### config.mk
export PLATFORM = sky130hd
export DESIGN_NAME = dle_stx_etx_deframer
export DESIGN_NICKNAME = d
export VERILOG_FILES = /design/src/rtl/core/dlefrm_pkg.sv /design/src/rtl/core/dlefrm_cfg.sv /design/src/rtl/core/dlefrm_core.sv /design/src/rtl/core/dlefrm_skid.sv /design/src/rtl/core/dle_stx_etx_deframer.sv
export SDC_FILE = /design/constraint.sdc
export NUM_CORES = 1
export LEC_CHECK = 0
export ABC_AREA = 1
export BUFFER_PORTS_ARGS = -buffer_cell sky130_fd_sc_hd__buf_2
export CORE_UTILIZATION = 63
export CTS_BUF_LIST = sky130_fd_sc_hd__clkbuf_4 sky130_fd_sc_hd__clkbuf_8
export DETAILED_ROUTE_END_ITERATION = 16
export PLACE_DENSITY = 0.93
export RECOVER_POWER = 25
export SYNTH_ARGS = -nofsm -noshare
export SYNTH_HDL_FRONTEND = slang
export SYNTH_SLANG_ARGS = --single-unit
### constraint.sdc
create_clock -name aclk -period 3.9 [get_ports aclk]
set_input_delay 0 -clock aclk [delete_from_list [all_inputs] [get_ports aclk]]
set_output_delay 0 -clock aclk [all_outputs]
set_load 0.01 [all_outputs]
### src/rtl/core/dlefrm_pkg.sv
// Shared types, constants and codes of the DLE STX/ETX deframer.
package dlefrm_pkg;

    // Payload count at which a frame is aborted
    localparam int unsigned MAX_FRAME = 64;
    localparam int unsigned CNT_W     = $clog2(MAX_FRAME);

    localparam int unsigned BYTE_W = 8;
    localparam int unsigned KIND_W = 2;
    localparam int unsigned POS_W  = 7;
    localparam int unsigned IDX_W  = 2;

    // Result kinds
    localparam logic [KIND_W-1:0] KIND_PAYLOAD = 2'd0;
    localparam logic [KIND_W-1:0] KIND_DONE    = 2'd1;
    localparam logic [KIND_W-1:0] KIND_ABORT   = 2'd2;

    // Register indexes
    localparam logic [IDX_W-1:0] REG_START  = 2'd0;
    localparam logic [IDX_W-1:0] REG_END    = 2'd1;
    localparam logic [IDX_W-1:0] REG_ESCAPE = 2'd2;

    // Register reset values
    localparam logic [BYTE_W-1:0] START_RST  = 8'd36;
    localparam logic [BYTE_W-1:0] END_RST    = 8'd13;
    localparam logic [BYTE_W-1:0] ESCAPE_RST = 8'd16;

    typedef struct packed {
        logic [BYTE_W-1:0] start_byte;
        logic [BYTE_W-1:0] end_byte;
        logic [BYTE_W-1:0] escape_byte;
    } dlefrm_cfg_t;

    typedef struct packed {
        logic [KIND_W-1:0] kind;
        logic [BYTE_W-1:0] payload_byte;
        logic [POS_W-1:0]  position;
    } dlefrm_res_t;

endpackage

### src/rtl/core/dlefrm_cfg.sv
// Configuration registers: start, end and escape byte values.
module dlefrm_cfg (
    input  logic                        aclk,
    input  logic                        aresetn,
    input  logic                        cfg_wr_en,
    input  logic [dlefrm_pkg::IDX_W-1:0]  cfg_index,
    input  logic [dlefrm_pkg::BYTE_W-1:0] cfg_data,
    output dlefrm_pkg::dlefrm_cfg_t     cfg
);
    import dlefrm_pkg::*;

    dlefrm_cfg_t cfg_reg;

    always_ff @(posedge aclk) begin
        if (!aresetn) begin
            cfg_reg.start_byte  <= START_RST;
            cfg_reg.end_byte    <= END_RST;
            cfg_reg.escape_byte <= ESCAPE_RST;
        end else if (cfg_wr_en) begin
            case (cfg_index)
                REG_START:  cfg_reg.start_byte  <= cfg_data;
                REG_END:    cfg_reg.end_byte    <= cfg_data;
                REG_ESCAPE: cfg_reg.escape_byte <= cfg_data;
                default: ;
            endcase
        end
    end

    assign cfg = cfg_reg;

endmodule

### src/rtl/core/dlefrm_core.sv
// Frame state (in-frame, escape, count) and per-byte decode.
module dlefrm_core (
    input  logic                          aclk,
    input  logic                          aresetn,
    input  logic                          accept,
    input  logic [dlefrm_pkg::BYTE_W-1:0] rx_byte,
    input  dlefrm_pkg::dlefrm_cfg_t       cfg,
    output logic                          res_valid,
    output dlefrm_pkg::dlefrm_res_t       res
);
    import dlefrm_pkg::*;

    logic             in_frame_reg, in_frame_next;
    logic             esc_reg, esc_next;
    logic [CNT_W-1:0] count_reg, count_next;
    logic [CNT_W:0]   count_inc;
    logic             take;
    logic             hit;

    assign count_inc = {1'b0, count_reg} + 1'b1;

    always_comb begin
        in_frame_next = in_frame_reg;
        esc_next      = esc_reg;
        count_next    = count_reg;
        take          = 1'b0;
        hit           = 1'b0;
        res           = '0;

        if (esc_reg && in_frame_reg) begin
            esc_next = 1'b0;
            take     = 1'b1;
        end else if (rx_byte == cfg.escape_byte) begin
            // Escape stays pending even outside a frame
            esc_next = 1'b1;
        end else if (rx_byte == cfg.start_byte) begin
            in_frame_next = 1'b1;
            count_next    = '0;
        end else if (rx_byte == cfg.end_byte) begin
            if (in_frame_reg) begin
                in_frame_next    = 1'b0;
                hit              = 1'b1;
                res.kind         = KIND_DONE;
                res.position     = POS_W'(count_reg);
            end
        end else if (in_frame_reg) begin
            take = 1'b1;
        end

        if (take) begin
            hit              = 1'b1;
            res.payload_byte = rx_byte;
            if (count_inc >= (CNT_W+1)'(MAX_FRAME)) begin
                // Overflow: drop the frame
                in_frame_next = 1'b0;
                esc_next      = 1'b0;
                count_next    = '0;
                res.kind      = KIND_ABORT;
                res.position  = POS_W'(MAX_FRAME);
            end else begin
                count_next    = count_inc[CNT_W-1:0];
                res.kind      = KIND_PAYLOAD;
                res.position  = POS_W'(count_reg);
            end
        end
    end

    assign res_valid = accept && hit;

    always_ff @(posedge aclk) begin
        if (!aresetn) begin
            in_frame_reg <= 1'b0;
            esc_reg      <= 1'b0;
            count_reg    <= '0;
        end else if (accept) begin
            in_frame_reg <= in_frame_next;
            esc_reg      <= esc_next;
            count_reg    <= count_next;
        end
    end

    a_abort_clears: assert property (@(posedge aclk) disable iff (!aresetn)
        res_valid && res.kind == KIND_ABORT |=> !in_frame_reg && !esc_reg && count_reg == '0)
        else $error("abort did not clear frame state");

    a_payload_counts: assert property (@(posedge aclk) disable iff (!aresetn)
        res_valid && res.kind == KIND_PAYLOAD |=> count_reg == $past(count_reg) + 1'b1)
        else $error("payload beat did not advance the count");

    a_result_needs_frame: assert property (@(posedge aclk) disable iff (!aresetn)
        res_valid |-> in_frame_reg)
        else $error("result produced outside a frame");

endmodule

### src/rtl/core/dlefrm_skid.sv
// Result register with a skid stage so input ready never waits on m_ready.
module dlefrm_skid (
    input  logic                    aclk,
    input  logic                    aresetn,
    input  logic                    res_valid,
    input  dlefrm_pkg::dlefrm_res_t res,
    output logic                    in_ready,
    output logic                    m_valid,
    input  logic                    m_ready,
    output dlefrm_pkg::dlefrm_res_t m_res
);
    import dlefrm_pkg::*;

    logic        out_valid_reg;
    logic        skid_valid_reg;
    dlefrm_res_t out_reg;
    dlefrm_res_t skid_reg;
    logic        out_fire;

    assign out_fire = out_valid_reg && m_ready;

    always_ff @(posedge aclk) begin
        if (!aresetn) begin
            out_valid_reg  <= 1'b0;
            skid_valid_reg <= 1'b0;
        end else if (skid_valid_reg) begin
            if (out_fire) begin
                out_valid_reg  <= 1'b1;
                skid_valid_reg <= 1'b0;
            end
        end else if (res_valid) begin
            if (!out_valid_reg || out_fire) begin
                out_valid_reg <= 1'b1;
            end else begin
                skid_valid_reg <= 1'b1;
            end
        end else if (out_fire) begin
            out_valid_reg <= 1'b0;
        end
    end

    always_ff @(posedge aclk) begin
        if (skid_valid_reg) begin
            if (out_fire) begin
                out_reg <= skid_reg;
            end
        end else if (res_valid) begin
            if (!out_valid_reg || out_fire) begin
                out_reg <= res;
            end else begin
                skid_reg <= res;
            end
        end
    end

    assign in_ready = !skid_valid_reg;
    assign m_valid  = out_valid_reg;
    assign m_res    = out_reg;

    a_skid_behind_out: assert property (@(posedge aclk) disable iff (!aresetn)
        skid_valid_reg |-> out_valid_reg)
        else $error("skid holds a beat while output is empty");

    a_skid_holds: assert property (@(posedge aclk) disable iff (!aresetn)
        skid_valid_reg && !m_ready |=> skid_valid_reg && $stable(skid_reg))
        else $error("skid beat lost under stall");

    a_skid_moves: assert property (@(posedge aclk) disable iff (!aresetn)
        skid_valid_reg && m_ready |=> out_valid_reg && out_reg == $past(skid_reg))
        else $error("skid beat not advanced to output");

endmodule

### src/rtl/core/dle_stx_etx_deframer.sv
// Top level of the DLE byte-stuffed STX/ETX deframer.
//
// Input channel s_*: one received byte per beat (s_rx_byte). A start byte
// opens or restarts a frame, an escape byte makes the next byte literal,
// and an end byte closes the frame. Output channel m_*: zero or one result
// beat per input byte: kind payload (byte and its index in the frame),
// kind done (frame length in m_position) or kind abort (frame reached
// MAX_FRAME payload bytes; the offending byte rides along).
// Throughput: one byte per cycle while s_ready is high. A result is
// decoded combinationally from its byte and the frame state by the single
// decode stage, and registered in the result register.
// When the receiver stalls, the result register holds its beat and one
// more result lands in the skid stage; s_ready drops only while the skid
// stage is full, and comes straight from a flop.
// Reset (aresetn, synchronous, active low) closes any frame, clears the
// escape flag and count, empties both output stages and restores the
// start/end/escape registers to 36, 13 and 16. Write cfg_* only while idle.
module dle_stx_etx_deframer (
    input  logic                               aclk,
    input  logic                               aresetn,
    // configuration write port
    input  logic                               cfg_wr_en,
    input  logic [dlefrm_pkg::IDX_W-1:0]       cfg_index,
    input  logic [dlefrm_pkg::BYTE_W-1:0]      cfg_data,
    // received bytes
    input  logic                               s_valid,
    output logic                               s_ready,
    input  logic [dlefrm_pkg::BYTE_W-1:0]      s_rx_byte,
    // decoded results
    output logic                               m_valid,
    input  logic                               m_ready,
    output logic [dlefrm_pkg::KIND_W-1:0]      m_kind,
    output logic [dlefrm_pkg::BYTE_W-1:0]      m_payload_byte,
    output logic [dlefrm_pkg::POS_W-1:0]       m_position
);
    import dlefrm_pkg::*;

    dlefrm_cfg_t cfg;
    dlefrm_res_t res;
    dlefrm_res_t m_res;
    logic        res_valid;
    logic        in_ready;
    logic        accept;

    assign s_ready = in_ready;
    assign accept  = s_valid && in_ready;

    // Hold the three control byte values
    dlefrm_cfg u_cfg (
        .aclk      (aclk),
        .aresetn   (aresetn),
        .cfg_wr_en (cfg_wr_en),
        .cfg_index (cfg_index),
        .cfg_data  (cfg_data),
        .cfg       (cfg)
    );

    // Decode the byte and advance frame state on each accepted beat
    dlefrm_core u_core (
        .aclk      (aclk),
        .aresetn   (aresetn),
        .accept    (accept),
        .rx_byte   (s_rx_byte),
        .cfg       (cfg),
        .res_valid (res_valid),
        .res       (res)
    );

    // Register results; absorb one extra beat while the receiver stalls
    dlefrm_skid u_skid (
        .aclk      (aclk),
        .aresetn   (aresetn),
        .res_valid (res_valid),
        .res       (res),
        .in_ready  (in_ready),
        .m_valid   (m_valid),
        .m_ready   (m_ready),
        .m_res     (m_res)
    );

    assign m_kind         = m_res.kind;
    assign m_payload_byte = m_res.payload_byte;
    assign m_position     = m_res.position;

endmodule

# Yosys cells after proc, flatten, opt, wreduce, memory -nomap -nowiden
# Cells that the tools add are included.
# totals
reg_bits	68
output_inout_bits	19
# op_classes
n_addsub	1
order_cmp	1
n_eq_ne	9
muxes	51
bitwise	2
reduce_logical	19
# op_table
operator	count
2-to-1 mux 17 bit	5
2-to-1 mux 6 bit	6
2-to-1 mux 7 bit	5
2-to-1 mux 1 bit	30
equality test 8 bit	3
2-to-1 mux 2 bit	5
AND reduction 3 bit	3
nonzero test 2 bit	4
adder 6 x 1 -> 7 bit (second input constant)	1
greater-or-equal comparator 7 bit (second input constant)	1
AND reduction 2 bit	3
logical AND 1 bit	4
inequality test 2 x 1 -> 1 bit (second input constant)	2
AND reduction 4 bit	1
inequality test 3 x 1 -> 1 bit (second input constant)	1
equality test 2 x 1 -> 1 bit (second input constant)	1
equality test 2 bit (second input constant)	1
zero test 1 bit	2
zero test 2 bit	1
inequality test 2 bit (second input constant)	1
inverter 1 bit	2
logical OR 1 bit	1

# Longest topological paths before layout
# depth
ltp_word	9
depth_mapped	14
mapped_depth_nobuf	13

# By module
# A second synthesis with hierarchy kept.
# unflattened
cells_unflattened	501
area_unflattened_um2	3532.1
# modules_own_cells
module	n_inst	cells_per_inst	area_each_um2
dlefrm_skid	1	109	1355.0
dlefrm_core	1	245	1169.9
dlefrm_cfg	1	145	999.7
dle_stx_etx_deframer	1	2	7.5

# Worst setup path after synthesis
# OpenSTA, ideal clock, no wires.
# synth_timing
path_kind	register to register
from	reg u_cfg.cfg_reg, in the netlist u_cfg.cfg[23]
to	reg u_skid.out_reg, in the netlist u_skid.m_res[0], enable pin
setup_ps	394
arrival_ps	1899
required_ps	3506
path_slack_ps	1607
path_stages_with_launch	10
period_less_slack_ps	2293
cell_sequence	dfxtp_1 -> inv_1 -> nand2_1 -> nand2_1 -> nor2_1 -> nand4_1 -> nand2_1 -> o21ai_2 -> nand2_1 -> a21oi_1
# synth_between
elab_chain_cells	8
# synth_lines
element	line	source
start: declaration	dlefrm_cfg.sv:12	dlefrm_cfg_t cfg_reg;
equality test 8 bit *	dlefrm_core.sv:36	end else if (rx_byte == cfg.start_byte) begin
2-to-1 mux 1 bit	dlefrm_core.sv:36	
2-to-1 mux 1 bit	dlefrm_core.sv:33	end else if (rx_byte == cfg.escape_byte) begin
2-to-1 mux 1 bit	dlefrm_core.sv:30	if (esc_reg && in_frame_reg) begin
2-to-1 mux 1 bit *	dlefrm_core.sv:50	if (take) begin
logical AND 1 bit *	dlefrm_core.sv:68	assign res_valid = accept && hit;
nonzero test 2 bit (no line) *	n/a	
AND reduction 3 bit (no line) *	n/a	
end signal: assignment	dlefrm_skid.sv:45	out_reg <= skid_reg;
end signal: assignment	dlefrm_skid.sv:49	out_reg <= res;
end: declaration	dlefrm_skid.sv:16	dlefrm_res_t out_reg;
# Mark *: on every way between the ends. The rest lies on a longest branch, timed or not.
# A chain may end at the register's enable or synchronous reset.

# Final worst setup path
# layout_timing
from	reg u_skid.skid_valid_reg
to	reg u_skid.skid_reg[9] (netlist name), enable pin
# layout_between
elab_chain_cells	4
# layout_lines
element	line	source
start: declaration	dlefrm_skid.sv:15	logic skid_valid_reg;
start signal: assignment	dlefrm_skid.sv:25	skid_valid_reg <= 1'b0;
start signal: assignment	dlefrm_skid.sv:29	skid_valid_reg <= 1'b0;
start signal: assignment	dlefrm_skid.sv:35	skid_valid_reg <= 1'b1;
zero test 1 bit	dlefrm_skid.sv:56	assign in_ready = !skid_valid_reg;
logical AND 1 bit	dle_stx_etx_deframer.sv:46	assign accept = s_valid && in_ready;
logical AND 1 bit	dlefrm_core.sv:68	
AND reduction 3 bit (no line) *	n/a	
end signal: assignment	dlefrm_skid.sv:51	skid_reg <= res;
end: declaration	dlefrm_skid.sv:17	dlefrm_res_t skid_reg;
# Marked as above.

==> qor.yml <==
ant_nets: 0
largest_reg_flops: 24
gp_congestion: 0.8809
fmax_mhz: 420.4
synth_edf_count: 32
cts_setup_buffers: 0
ys_ff_latch: 66
grt_setup_unrepaired: "no"
reg2reg_from: "u_skid.skid_valid_reg$_SDFF_PN0_"
fp-row-count: 25
finalPower_mw: 1.556
place_area_sq_um: 3476
tns_ns: 0
synth_cell_type_count: 28
vdd_drop_max_mv: 0.2342
period_share: 0.6099
io_buffers: 41
crit_path_end: "u_skid.skid_reg[9]$_DFFE_PP_"
synth_fp_nets: 445
synth-main-ff-cell: "dfxtp_1"
routed_wl_um: 7027
htreeDepth: 3
cts_root_buf: "clkbuf_8"
clk_path_buf_depth: 2
clk_pin_slew_ns: 0.07
cts-hold-fix-buffers: 10
grt_pass1_vias: 2748
ff2ff_path_depth: 5
tightest_slew_ns: 0.5997
clock_skew_ns: 0.01057
yosysMostFrequentCell: "nand2_1"
required_ns: 3.93
final_cells: 546
synth_cells: 421
die_h_um: 73.64
initial_core_util: 0.6712
hold_path.class: "primary input to flip-flop"
cp-startpoint: "u_skid.skid_valid_reg$_SDFF_PN0_"
criticalPathCategory: "flip-flop to flip-flop"
vias: 2852
hold_violations: 0
drtIter0Drc: 166
hpwl_um: 4792
p_leak_nw: 1.701
design_area_sq_um: 3796
routed_via_density: 5.223
holdWs_ns: 0.01061
overflow: 0
cts_tree: "yes"
cts_sinks: 66
powerDensity_nw_per_um2: 409.8
antenna_found_initial: 0
syn2layout_area_growth_pct: 17.41
core_sq_um: 4817
cts_resized: 0
synthTopCellsByArea: "edfxtp_1 30%, dfxtp_1 21%, nand2_1 18%"
post-synth-top-area-cell: "edfxtp_1"
dieArea_sq_um: 5422
clk_latency_ns: 0.36
grt_pass1_wl_um: 11890
ys_warn_count: 0
synth_top_area_frac: 0.2972
worstPathArrival_ns: 2.41
critPathLaunchType: "flip-flop"
ys_top_cells_by_count: "151 x nand2_1, 49 x inv_1, 34 x dfxtp_1"
setup_viol: 0
placed_cells: 520
wire_per_inst_um: 12.87
fin_nets: 498
drtPass1Iterations: 6
grt_max_degree: 32
min_period_ns: 2.379
worst_setup_path_end_kind: "flip-flop"
drive_gt1_frac: 0.1628
ys_seq_area_frac: 0.5077
slew_headroom: 0.5972
drc: 0
syn_area_sq_um: 3233
gr-usage-all-layers: 0.2984
r2r_end: "u_skid.skid_reg[9]$_DFFE_PP_"
synthArstFlopShare: 0
maxCapViolCount: 0
numCtsBuffers: 9
antennaDiodeCount: 0
slew_viol_final: 0
critPathMaxFanout: 19
synth.avg_cell_area_sq_um: 7.680
die_x_um: 73.64
reg2reg_slack_ns: 1.52
ios: 42
status: "complete, no violations"
## cell usage in the layout, fill, tap and decap left out, types with 2 or more instances in the layout
cell           count
nand3_1            8
clkbuf_1          17
bufinv_16          3
edfxtp_1          32
o211ai_1           7
clkbuf_4           2
buf_2             24
nand2_2            4
dlygate4sd3_1     10
a21oi_1           24
inv_2              8
inv_1             49
nand4_1            7
nor2_2            17
nand2_4            3
nor2_1            32
xor2_1             3
clkbuf_8           9
o21ai_0           20
nor3_1             4
nand2_1          151
dfxtp_1           34
## cell type report
cell class,count,area [sq um]
multi-input combinational,286,1314
tap,67,83.83
fill,338,1021
timing repair buffer,52,291.5
clock buffer,11,138.9
inverter,59,224.0
sequential,66,1642
clock inverter,5,102.6
## worst min path at each step
| stage | startpoint | endpoint | cells after the start |
|---|---|---|---|
| floorplan | cfg_data[2] | u_cfg.cfg[10]$_SDFFE_PN1P_ | 2 |
| global placement | cfg_data[5] | u_cfg.cfg[21]$_SDFFE_PN1P_ | 3 |
| detailed placement | cfg_data[5] | u_cfg.cfg[21]$_SDFFE_PN1P_ | 3 |
| CTS | cfg_index[0] | u_cfg.cfg[4]$_SDFFE_PN1P_ | 4 |
| global route | cfg_index[0] | u_cfg.cfg[4]$_SDFFE_PN1P_ | 3 |
| finish | cfg_index[0] | u_cfg.cfg[4]$_SDFFE_PN1P_ | 3 |
## logic make-up after synthesis
family	Yosys count	share of synthesized area
AO/OA/AOI/OAI	53	0.08979
XOR/XNOR	3	0.008128
adder cells (fa/ha/maj)	1	0.003869
buffers and inverters	69	0.08591
flip-flops	66	0.5077
AND/OR/NAND/NOR	229	0.3046
## where the power goes
group	switching [mW]	internal, mW	leakage, nW	total [mW]
Sequential	0.00724	0.733	0.559	0.740
Clock	0.271	0.438	0.120	0.709
Combinational	0.0666	0.0394	1.02	0.106
Total	0.345	1.21	1.70	1.56
## metal layers
metal | track usage | wire [um] | vias to the layer above | part of all wire
li1 | - | - | 1432 | -
met1 | 0.3515 | 2937 | 1295 | 0.42
met2 | 0.4995 | 3516 | 110 | 0.50
met3 | 0.09602 | 428 | 15 | 0.061
met4 | 0.1282 | 144 | 0 | 0.020
met5 | 0 | 0 | - | 0
## stage by stage
step           worst slack, ns  utilization
6_report                 1.521       0.7881
5_1_grt                  1.324       0.7881
4_1_cts                  1.541       0.7925
3_5_place_dp             1.610       0.7216
3_3_place_gp             1.802       0.7216
2_1_floorplan            1.607            -
## critical path, stage by stage (launching register included)
cell	delay, ns
dfxtp_1	0.68
clkinv_1	0.56
nand2_1	0.26
inv_1	0.13
nand3_1	0.14
inv_1	0.26
Power figures use the tool's default switching activity.
